`src/design/matrix_vector_multiply_top_defines.svh`:
```
// Assertion macros for the matrix-vector multiply block.
`ifndef MATRIX_VECTOR_MULTIPLY_TOP_DEFINES_SVH
`define MATRIX_VECTOR_MULTIPLY_TOP_DEFINES_SVH
// Check that a condition implies a consequence on the same edge.
`define MVM_ASSERT_IMPLY(label, clk, rst, cond, cons, msg) \
   label: assert property (@(posedge clk) disable iff (rst) (cond) |-> (cons)) \
      else $error(msg);
// Check that a condition implies a consequence on the next edge.
`define MVM_ASSERT_NEXT(label, clk, rst, cond, cons, msg) \
   label: assert property (@(posedge clk) disable iff (rst) (cond) |=> (cons)) \
      else $error(msg);
`endif

```
`src/design/mvm_pkg.sv`:
```
// ----------------------------------------------------------------------------
// mvm_pkg
// Shared types, constants and single-precision helper functions.
// ----------------------------------------------------------------------------
`timescale 1ns / 1ps
`default_nettype none
package mvm_pkg;

   localparam int unsigned FP_W = 32;
   localparam int unsigned SIZE_W = 3;
   localparam int unsigned NUM_REGS = 8;
   localparam int unsigned REG_W = 64;
   localparam int unsigned ADDR_W = 6;
   localparam logic [FP_W-1:0] CANON_NAN = 32'h7FC0_0000;
   localparam logic [FP_W-1:0] POS_ZERO = 32'h0000_0000;
   localparam logic [REG_W-1:0] RESET_ROW_A = 64'd1065353216;
   localparam logic [REG_W-1:0] RESET_ROW_B = 64'd4575657221408423936;
   localparam logic [REG_W-1:0] RESET_ZERO = 64'd0;

   typedef logic [FP_W-1:0] fp_type;

   typedef struct packed {
      fp_type comp_x;
      fp_type comp_y;
      fp_type comp_z;
      fp_type comp_w;
      logic [SIZE_W-1:0] vec_size;
   } req_type;

   typedef struct packed {
      fp_type res_x;
      fp_type res_y;
      fp_type res_z;
      fp_type res_w;
   } rsp_type;

   // Unpacked operand: special classes plus sign, exponent and significand.
   typedef struct packed {
      logic        nan;
      logic        inf;
      logic        zero;
      logic        sign;
      logic signed [9:0] exp;
      logic [23:0] man;
   } unp_type;

   function automatic unp_type fp_unpack(input fp_type a);
      unp_type u;
      u.sign = a[31];
      u.nan = (a[30:23] == 8'hFF) && (a[22:0] != 23'd0);
      u.inf = (a[30:23] == 8'hFF) && (a[22:0] == 23'd0);
      u.zero = (a[30:0] == 31'd0);
      if (a[30:23] == 8'd0) begin
         u.exp = 10'sd1;
         u.man = {1'b0, a[22:0]};
      end else begin
         u.exp = $signed({2'b00, a[30:23]});
         u.man = {1'b1, a[22:0]};
      end
      return u;
   endfunction

   function automatic logic [5:0] lzc48(input logic [47:0] v);
      logic [5:0] n;
      logic       found;
      n = 6'd48;
      found = 1'b0;
      for (int i = 47; i >= 0; i--) begin
         if (!found && v[i]) begin
            n = 6'(47 - i);
            found = 1'b1;
         end
      end
      return n;
   endfunction

   // Round a value sign * m * 2^(e) with m in 48 bits (msb at bit 47 weighs 2^(e))
   // where e is the unbiased-plus-bias exponent of bit 47; sticky adds below.
   function automatic fp_type fp_round(input logic sign, input logic signed [11:0] e_in,
                                       input logic [47:0] m_in, input logic st_in);
      logic [5:0]  lz;
      logic [47:0] m;
      logic signed [11:0] e;
      logic [5:0]  sh;
      logic [47:0] lost;
      logic        g;
      logic        st;
      logic [24:0] q;
      fp_type      r;
      lz = lzc48(m_in);
      m = m_in << lz;
      e = e_in - 12'(lz);
      st = st_in;
      if (m_in == 48'd0) begin
         r = {sign, 31'd0};
      end else begin
         if (e < 12'sd1) begin
            sh = (e < -12'sd46) ? 6'd47 : 6'(12'sd1 - e);
            lost = m << (6'd48 - sh);
            st = st | (lost != 48'd0);
            m = m >> sh;
            e = 12'sd0;
         end
         g = m[23];
         st = st | (m[22:0] != 23'd0);
         q = {1'b0, m[47:24]} + 25'(g & (st | m[24]));
         if (q[24]) begin
            q = q >> 1;
            e = e + 12'sd1;
         end else if (e == 12'sd0 && q[23]) begin
            e = 12'sd1;
         end
         if (e >= 12'sd255) r = {sign, 8'hFF, 23'd0};
         else r = {sign, e[7:0], q[22:0]};
      end
      return r;
   endfunction

endpackage
`default_nettype wire

```
`src/design/mvm_fp_lane.sv`:
```
// ----------------------------------------------------------------------------
// mvm_fp_lane
// Pipelined multiply-then-add: sum_out = round(sum_in + round(a * b)).
// Stages: multiply, product round, align/add, normalize/round.
// ----------------------------------------------------------------------------
`timescale 1ns / 1ps
`default_nettype none
module mvm_fp_lane (
   input  wire logic             clock,
   input  wire logic             advance,
   input  wire mvm_pkg::fp_type  a,
   input  wire mvm_pkg::fp_type  b,
   input  wire mvm_pkg::fp_type  sum_in,
   output      mvm_pkg::fp_type  sum_out
);
   mvm_pkg::unp_type ua, ub;
   logic [47:0] mprod_in, mprod_ff;
   logic signed [11:0] mexp_in, mexp_ff;
   logic        msign_ff, mnan_ff, minf_ff, mzero_ff;
   mvm_pkg::fp_type sum1_ff, sum2_ff, sum3_ff, prod_ff, prod_in;

   assign ua = mvm_pkg::fp_unpack(a);
   assign ub = mvm_pkg::fp_unpack(b);
   assign mprod_in = ua.man * ub.man;
   assign mexp_in = 12'(ua.exp) + 12'(ub.exp) - 12'sd126;

   always_ff @(posedge clock) begin
      if (advance) begin
         mprod_ff <= mprod_in;
         mexp_ff <= mexp_in;
         msign_ff <= ua.sign ^ ub.sign;
         mnan_ff <= ua.nan | ub.nan | (ua.inf & ub.zero) | (ub.inf & ua.zero);
         minf_ff <= ua.inf | ub.inf;
         mzero_ff <= ua.zero | ub.zero;
         sum1_ff <= sum_in;
      end
   end

   always_comb begin
      if (mnan_ff) prod_in = mvm_pkg::CANON_NAN;
      else if (minf_ff) prod_in = {msign_ff, 8'hFF, 23'd0};
      else if (mzero_ff) prod_in = {msign_ff, 31'd0};
      else prod_in = mvm_pkg::fp_round(msign_ff, mexp_ff, mprod_ff, 1'b0);
   end

   always_ff @(posedge clock) begin
      if (advance) begin
         prod_ff <= prod_in;
         sum2_ff <= sum1_ff;
      end
   end

   // align and add
   mvm_pkg::unp_type ux, uy, ubig, usml;
   logic        swap;
   logic [9:0]  d;
   logic [49:0] big_m, sml_m, sml_sh;
   logic        sml_st;
   logic [50:0] add_in, add_ff;
   logic        add_sign_in, add_sign_ff, add_st_ff, add_st_in;
   logic signed [11:0] add_exp_in, add_exp_ff;
   logic        spec_in, spec_ff;
   mvm_pkg::fp_type spec_val_in, spec_val_ff;
   logic        sub;

   assign ux = mvm_pkg::fp_unpack(prod_ff);
   assign uy = mvm_pkg::fp_unpack(sum2_ff);

   always_comb begin
      swap = (uy.exp > ux.exp) || ((uy.exp == ux.exp) && (uy.man > ux.man));
      ubig = swap ? uy : ux;
      usml = swap ? ux : uy;
      d = 10'(ubig.exp - usml.exp);
      big_m = {ubig.man, 26'd0};
      sml_m = {usml.man, 26'd0};
      sml_sh = (d > 10'd49) ? 50'd0 : (sml_m >> d);
      sml_st = (d > 10'd49) ? (sml_m != 50'd0) : ((sml_sh << d) != sml_m);
      sub = ubig.sign ^ usml.sign;
      add_in = sub ? ({1'b0, big_m} - {1'b0, sml_sh} - 51'(sml_st))
                   : ({1'b0, big_m} + {1'b0, sml_sh});
      add_st_in = sml_st;
      add_sign_in = ubig.sign;
      add_exp_in = 12'(ubig.exp) + 12'sd1;
      spec_in = 1'b1;
      spec_val_in = mvm_pkg::POS_ZERO;
      if (ux.nan || uy.nan || (ux.inf && uy.inf && (ux.sign != uy.sign)))
         spec_val_in = mvm_pkg::CANON_NAN;
      else if (ux.inf) spec_val_in = prod_ff;
      else if (uy.inf) spec_val_in = sum2_ff;
      else if (ux.zero && uy.zero) spec_val_in = {ux.sign & uy.sign, 31'd0};
      else if (ux.zero) spec_val_in = sum2_ff;
      else if (uy.zero) spec_val_in = prod_ff;
      else spec_in = 1'b0;
   end

   always_ff @(posedge clock) begin
      if (advance) begin
         add_ff <= add_in;
         add_st_ff <= add_st_in;
         add_sign_ff <= add_sign_in;
         add_exp_ff <= add_exp_in;
         spec_ff <= spec_in;
         spec_val_ff <= spec_val_in;
      end
   end

   mvm_pkg::fp_type fin_in, fin_ff;
   always_comb begin
      if (spec_ff) fin_in = spec_val_ff;
      else if (add_ff == 51'd0) fin_in = mvm_pkg::POS_ZERO;
      else fin_in = mvm_pkg::fp_round(add_sign_ff, add_exp_ff,
                                      {add_ff[50:4], add_ff[3:0] != 4'd0}, add_st_ff);
   end

   always_ff @(posedge clock) begin
      if (advance) fin_ff <= fin_in;
   end

   assign sum_out = fin_ff;
endmodule
`default_nettype wire

```
`config.mk`:
```
export PLATFORM = sky130hd
export DESIGN_NAME = mvm_fp_lane
export DESIGN_NICKNAME = d
export VERILOG_FILES = /design/src/design/matrix_vector_multiply_top_defines.svh /design/src/design/mvm_pkg.sv /design/src/design/mvm_fp_lane.sv
export SDC_FILE = /design/constraint.sdc
export NUM_CORES = 2
export LEC_CHECK = 0
export ABC_AREA = 1
export BUFFER_PORTS_ARGS = -buffer_cell sky130_fd_sc_hd__buf_4
export CAP_MARGIN = 15
export CORE_MARGIN = 2
export CORE_UTILIZATION = 35
export DETAILED_ROUTE_END_ITERATION = 8
export PLACE_DENSITY = 0.5
export SLEW_MARGIN = 20
export SYNTH_ARGS = -nofsm -noshare
export SYNTH_HDL_FRONTEND = slang
export SYNTH_SLANG_ARGS = --single-unit
```
`constraint.sdc`:
```
create_clock -name clock -period 11.9 [get_ports clock]
set_input_delay 0.595 -clock clock [delete_from_list [all_inputs] [get_ports clock]]
set_output_delay 0.595 -clock clock [all_outputs]
set_load 0.01 [all_outputs]
```
==> Word level (Yosys, flattened, before mapping) <==
Cells that the tools add are included.
{ "op_classes": {"mul": 1, "reduce_logical": 235, "eq_ne": 7, "n_shift": 8, "n_mux": 495, "n_lt_le_gt_ge": 9, "add_sub_neg": 17, "bitwise": 17, "n_div": 0} }
{ "ops": {"columns": ["op", "count"], "rows": [
  ["$mux W6", 103],
  ["$mux W48", 9],
  ["$mux W32", 11],
  ["$mux W1", 340],
  ["$mux W12", 20],
  ["$shl A48 B6 Y48", 4],
  ["$mux W31", 5],
  ["$reduce_bool A23 Y1", 6],
  ["$logic_not A31 Y1", 4],
  ["$logic_and A1 B1 Y1", 108],
  ["$logic_not A48 Y1", 2],
  ["$reduce_bool A48 Y1", 2],
  ["$shr A48 B6 Y48", 2],
  ["$logic_not A1 Y1", 94],
  ["$logic_not A23 Y1", 4],
  ["$mux W35", 2],
  ["$mux W23", 3],
  ["$add A50 B50 Y51", 1],
  ["$logic_not A51 Y1", 1],
  ["$mux W51", 1],
  ["$sub A50 B50 Y51", 1],
  ["$sub A51 B1 Y51", 1],
  ["$add A24 B1 Y25", 2],
  ["$mux W50", 1],
  ["other kinds (31)", 62]
]} }
{ "totals": {"wordCells": 807, "latch_bits": 0, "memories": 0, "in_bits": 98, "romBits": 0, "ramBits": 0, "output_inout_bits": 32, "ff_bits": 290} }

==> Longest topological paths before layout <==
{ "logic_depth": {"word_depth": 313, "ltp_mapped": 91, "ltp_nobuf": 90} }

==> Worst setup path before layout <==
No wires, ideal clock.
{ "synth_timing": {"path_kind": "reg-to-reg", "from": "register sum2_ff[27]", "to": "register add_ff[50], data pin", "t_required_ns": 11.632, "stages_incl_launch_ff": 73, "setup_ns": 0.268, "n_path_buf": 2, "period_less_slack_ns": 9.684, "setup_slack_ns": 2.216, "arrival_ns": 9.415, "cell_sequence": "edfxtp_1 -> nor4_1 -> nand4_1 -> ha_1 -> nand4_1 -> nor3_1 -> nand3_1 -> nor4b_1 -> nor2_1 -> o31ai_1 -> nand2_1 -> inv_1 -> nand2_1 -> o21a_1 -> nand2_1 -> ha_1 -> a21o_1 -> nand2_1 -> [... 37 more ...] -> nor2_1 -> nor2_1 -> nor2_1 -> nor2_1 -> nor2_1 -> o21ai_0 -> a21oi_1 -> o21ai_0 -> nand3_1 -> nand2_1 -> nand3_1 -> nand2_1 -> a21boi_0 -> o21ai_0 -> nand2_1 -> nand2_1 -> or2_2 -> a31oi_1"} }
{ "synth_between": {"elab_chain_cells": 14, "elab_cells_between_ends": 22, "classes_between": "add/sub: 4; order compare: 3; eq/ne: 2; shift: 2; mux: 6; bitwise: 1; reduce/logical: 4"} }
{ "synth_rtl": {"columns": ["item", "line", "text"], "rows": [
  ["from (decl)", "mvm_fp_lane.sv:20", "mvm_pkg::fp_type sum1_ff, sum2_ff, sum3_ff, prod_ff, prod_in;"],
  ["from (signal assigned)", "mvm_fp_lane.sv:49", "sum2_ff <= sum1_ff;"],
  ["$logic_not A8 Y1", "mvm_pkg.sv:53", "if (a[30:23] == 8'd0) begin"],
  ["$mux W32 (*)", "mvm_pkg.sv:53", null],
  ["$gt A24 B24 Y1 or $eq A10 B10 Y1 (tied branches)", "mvm_fp_lane.sv:70", "swap = (uy.exp > ux.exp) || ((uy.exp == ux.exp) && (uy.man > ux.man));"],
  ["$logic_and A1 B1 Y1", "mvm_fp_lane.sv:70", null],
  ["$logic_or A1 B1 Y1", "mvm_fp_lane.sv:70", null],
  ["$mux W35, on equally long branches", "mvm_fp_lane.sv:71, mvm_fp_lane.sv:72", null],
  ["$sub A10 B10 Y10", "mvm_fp_lane.sv:73", "d = 10'(ubig.exp - usml.exp);"],
  ["$shr A50 B10 Y50 or $gt A10 B6 Y1 (tied branches)", "mvm_fp_lane.sv:76, mvm_fp_lane.sv:77", null],
  ["$mux W50", "mvm_fp_lane.sv:76", "sml_sh = (d > 10'd49) ? 50'd0 : (sml_m >> d);"],
  ["$shl A50 B10 Y50", "mvm_fp_lane.sv:77", "sml_st = (d > 10'd49) ? (sml_m != 50'd0) : ((sml_sh << d) != sml_m);"],
  ["$ne A50 B50 Y1", "mvm_fp_lane.sv:77", null],
  ["$mux W1 (*)", "mvm_fp_lane.sv:77", null],
  ["net add_st_in", "mvm_fp_lane.sv:60", "logic add_sign_in, add_sign_ff, add_st_ff, add_st_in;"],
  ["$sub A51 B1 Y51 (*)", "mvm_fp_lane.sv:79", "add_in = sub ? ({1'b0, big_m} - {1'b0, sml_sh} - 51'(sml_st))"],
  ["$mux W51 (*)", "mvm_fp_lane.sv:79", null],
  ["net add_in[50]", "mvm_fp_lane.sv:59", "logic [50:0] add_in, add_ff;"],
  ["to (signal assigned)", "mvm_fp_lane.sv:98", "add_ff <= add_in;"],
  ["to (decl)", "mvm_fp_lane.sv:59", null]
]} }
The timed path passes the listed nets; every way through them passes the cells marked *.
A chain may end at the register's enable or synchronous reset.

==> Final worst setup path <==
{ "layout_timing": {"from": "register sum2_ff[29]", "to": "register add_ff[45], data pin"} }
The elaborated chain is that of the path after synthesis.

==> reports/qor.log <==
INFO  synthesis      synth_top_flop_cell=sky130_fd_sc_hd__edfxtp_1
INFO  synthesis      most_frequent_cells_after_synthesis=2,720 x sky130_fd_sc_hd__nand2_1, 1,576 x sky130_fd_sc_hd__nand3_1, 1,333 x sky130_fd_sc_hd__inv_1
INFO  sta            final.min_clock_period=10.86ns
INFO  detailed_routing postRouteAntennaNets=0
INFO  synthesis      synthDominantAreaCellType=sky130_fd_sc_hd__nand2_1
INFO  setup_path     worst_r2r_setup_slack=1.04ns
INFO  grt            globalRouteMet1Util=34.4%
INFO  grt            grt.met3_usage=2.35%
INFO  sta            finalCritPeriodShare=91.2%
INFO  sta            setup-tns-final=0ns
INFO  grt            global_route.overflow_total=0
INFO  synthesis      async_reset_ff_share=0%
INFO  placed_design  place_worst_setup_slack=0.410ns
INFO  setup_path     reg2reg_depth=83
INFO  setup_path     endpoint_of_the_most_critical_register_to_register_path=add_ff[45]$_DFFE_PP_
INFO  detailed_routing detail_route.vias_per_cell=5.41
INFO  synthesis      synth-edff-count=285
INFO  synthesis      yosys_register_bits=285
INFO  floorplan      core_area=167,000µm²
INFO  cells_and_area final_layout_size_suffix_gt1_share=6.83%
INFO  cells_and_area design.final.nets=9,971
INFO  sta            fmax=92.1MHz
INFO  detailed_routing drt_iter0_drc=5,534
INFO  placed_design  post-place-cells=11,200
INFO  synthesis      share_of_the_synthesized_area_in_the_top_cell_type=17.3%
INFO  min_path       timing.hold.worst.start=sum_in[6]
INFO  floorplan      die_w=414µm
INFO  setup_path     start_kind=register
INFO  setup_path     crit_slowest_cell=sky130_fd_sc_hd__edfxtp_1
INFO  synthesis      synth_sequential_area_ratio=14.5%
INFO  synthesis      postSynthCellCount=9,174
INFO  clocking       cts_root_buffer=sky130_fd_sc_hd__clkbuf_16
INFO  synthesis      yosysWarningCount=0
INFO  synthesis      synth.avg_cell_area=6.42µm²
INFO  floorplan      effective_utilization_at_floorplan=35.2%
INFO  min_path       worstHoldPathType=in -> reg
INFO  clocking       htreeDepth=2
INFO  grt            grt_max_degree=95
INFO  sta            tightest_slew=1.10ns
INFO  grt            grt_first_pass_wirelength=357mm
INFO  sta            slew_viol_final=0
INFO  sta            finalSetupViolCount=0
INFO  clocking       tritoncts_clock_tree=built
INFO  grt            grt_pass1_vias=60,200
INFO  floorplan      die_h=414µm
INFO  detailed_routing wire_per_inst=20.5µm
INFO  synthesis      synth.net_count=10,100
INFO  setup_path     worstPathRequired=12.26ns
INFO  run_status     outcome=finished, final reports clean
INFO  floorplan      row_count=150
INFO  grt            antenna_found_initial=5
INFO  clocking       clkSinkCount=285
INFO  sta            rsz0062_at_grt=true
INFO  sta            hold_violations=0
INFO  detailed_routing drt_first_pass_iters=7
INFO  cells_and_area area_growth_syn_to_layout=8.21%
INFO  synthesis      dominant_cell_by_count_in_the_synthesized_netlist=sky130_fd_sc_hd__nand2_1
INFO  grt            top_usage_layer=met2
INFO  setup_path     critical_path.max_stage_delay=0.42ns
INFO  setup_path     critical-path-top-cell-by-count=sky130_fd_sc_hd__nand2_1
INFO  detailed_routing routed-via-count=61,000
INFO  cells_and_area final.fill_count=18,200
INFO  clocking       cts-buffers-inserted=36
INFO  setup_path     crit_fanout=8
INFO  setup_path     setup.worst_path.start=sum2_ff[29]$_DFFE_PP_
INFO  min_path       worst_hold_path.num_cells=1
INFO  floorplan      dieArea=171,000µm²
INFO  placed_design  detailedPlacementHpwl=184mm
INFO  detailed_routing wl=232mm
INFO  detailed_routing route.detailed.drc=0
INFO  setup_path     critPathKind=reg -> reg
INFO  grt            gr-usage-met2=45.0%
INFO  synthesis      post_synth_instance_area=58,900µm²
INFO  sta            layout_setup_ws=1.04ns
INFO  setup_path     timing.critical_path.to_type=register
INFO  setup_path     cp_data_arrival_time=11.21ns
INFO  min_path       worst_case_hold_path_end_point=sum1_ff[6]$_DFFE_PP_
INFO  sta            max-slew-margin-rel=25.7%
INFO  clocking       cts-root-to-sink-buffers=3
INFO  sta            final.setup_skew=0.0447ns
INFO  grt            globalRouteTotalUtil=26.5%
INFO  clocking       clk_pin_slew=0.06ns
INFO  placed_design  port_buffers=129
INFO  synthesis      synthDistinctLibCells=75
INFO  placed_design  globalplace.congestion=0.979
INFO  run            maxCapViolCount=0
INFO  clocking       clkLatencyLatePin=0.62ns
INFO  floorplan      ios=130
INFO  synthesis      largest_cells_by_area_after_synthesis=sky130_fd_sc_hd__nand2_1 17%, sky130_fd_sc_hd__fa_1 17%, sky130_fd_sc_hd__edfxtp_1 15%, sky130_fd_sc_hd__nand3_1 13%, sky130_fd_sc_hd__inv_1 8.5%
INFO  setup_path     r2r-start=sum2_ff[29]$_DFFE_PP_
INFO  cells_and_area final-instance-count-excl-fill=11,300
[cells in the final DEF, fill, tap and decap left out, types with 8 or more instances in the layout]
cell type	count
sky130_fd_sc_hd__a211oi_1	10
sky130_fd_sc_hd__a21oi_1	252
sky130_fd_sc_hd__a21oi_2	11
sky130_fd_sc_hd__a22oi_1	10
sky130_fd_sc_hd__a31oi_1	23
sky130_fd_sc_hd__and2_1	16
sky130_fd_sc_hd__buf_4	321
sky130_fd_sc_hd__clkbuf_16	39
sky130_fd_sc_hd__clkinv_2	9
sky130_fd_sc_hd__edfxtp_1	285
sky130_fd_sc_hd__fa_1	486
sky130_fd_sc_hd__ha_1	344
sky130_fd_sc_hd__inv_1	1330
sky130_fd_sc_hd__inv_2	27
sky130_fd_sc_hd__nand2_1	2709
sky130_fd_sc_hd__nand2_2	27
sky130_fd_sc_hd__nand3_1	1556
sky130_fd_sc_hd__nand3_2	32
sky130_fd_sc_hd__nand3b_1	9
sky130_fd_sc_hd__nand4_1	199
sky130_fd_sc_hd__nor2_1	453
sky130_fd_sc_hd__nor2_2	39
sky130_fd_sc_hd__nor2_4	25
sky130_fd_sc_hd__nor3_1	56
sky130_fd_sc_hd__nor4_1	38
sky130_fd_sc_hd__o2111ai_1	11
sky130_fd_sc_hd__o211ai_1	37
sky130_fd_sc_hd__o21ai_0	306
sky130_fd_sc_hd__o21ai_1	33
sky130_fd_sc_hd__o21ai_2	8
sky130_fd_sc_hd__o221ai_1	11
sky130_fd_sc_hd__o22ai_1	44
sky130_fd_sc_hd__o31ai_1	12
sky130_fd_sc_hd__or2_2	13
sky130_fd_sc_hd__xnor2_1	43
sky130_fd_sc_hd__xor2_1	105
[repair_timing]
item | 4_1_cts | 5_1_grt
buffers inserted | 0 | 12
hold buffers | 0 | 0
resized for setup | 0 | 73
endpoints found under the setup margin | 0 | 16
[per-layer routing]
metal  routed length [µm]  vias up
li1                     -    29400
met1                99000    29100
met2               109000     2049
met3                12500      399
met4                10800        0
met5                    0        -
[worst max-delay path by stage]
stage / cells past startpoint / to / slack (ns)
4_1_cts: 77 / add_ff[50]$_DFFE_PP_ / 0.39
3_3_place_gp: 85 / add_ff[49]$_DFFE_PP_ / 0.34
2_1_floorplan: 72 / add_ff[50]$_DFFE_PP_ / 2.22
6_report: 83 / add_ff[45]$_DFFE_PP_ / 1.04
3_5_place_dp: 77 / add_ff[50]$_DFFE_PP_ / 0.41
5_1_grt: 83 / add_ff[45]$_DFFE_PP_ / -0.07
[kinds of logic after synthesis]
group                    share of synthesized area, %
buffers and inverters                            12.4
XOR/XNOR                                         2.26
AND/OR/NAND/NOR                                  39.0
flip-flops                                       14.5
AO/OA/AOI/OAI                                    7.87
adder cells (fa/ha/maj)                          23.9
[layout make-up]
cell class                 instances  area, µm²  share of cell area [%]
inverter                        1364       5120                    8.04
sequential                       285       8560                    13.4
clock buffer                      38        908                    1.43
antenna                            1       2.50                 0.00393
timing repair buffer             331       2590                    4.07
tap                             2204       2760                    4.33
multi-input combinational       7021      43400                    68.2
clock inverter                    28        337                   0.528
[worst max-delay path: cells and delay by family (launching register included)]
kind / cells / cell delay, ns
AOI/OAI and AO/OA: 18 / 2.59
xor gates and xnor gates: 1 / 0.13
adders and majority gates: 4 / 0.92
buffers and inverters: 15 / 1.60
DFF: 1 / 0.42
and+or+nand+nor: 45 / 4.95
[through the flow]
step | area, µm² | hold slack, ns | utilization [%]
floorplan | 58900 | 0.400 | -
global placement | 62000 | 0.401 | 37.1
detailed placement | 62000 | 0.405 | 37.1
CTS | 63300 | 0.126 | 37.9
global route | 63700 | 0.153 | 38.1
finish | 63700 | 0.172 | 38.1
[state kept, by name, indices dropped and copies added, names as in the netlist]
| signal | flops |
|---|---|
| add_exp_ff | 9 |
| add_ff | 51 |
| add_sign_ff | 1 |
| add_st_ff | 1 |
| mexp_ff | 10 |
| minf_ff | 1 |
| mnan_ff | 1 |
| mprod_ff | 48 |
| msign_ff | 1 |
| mzero_ff | 1 |
| prod_ff | 32 |
| spec_ff | 1 |
| spec_val_ff | 32 |
| sum1_ff | 32 |
| sum2_ff | 32 |
| sum_out | 32 |
Power is left out: the tool's default activity adds up to more than one toggle a clock period on the data nets, which glitch-free logic cannot reach.
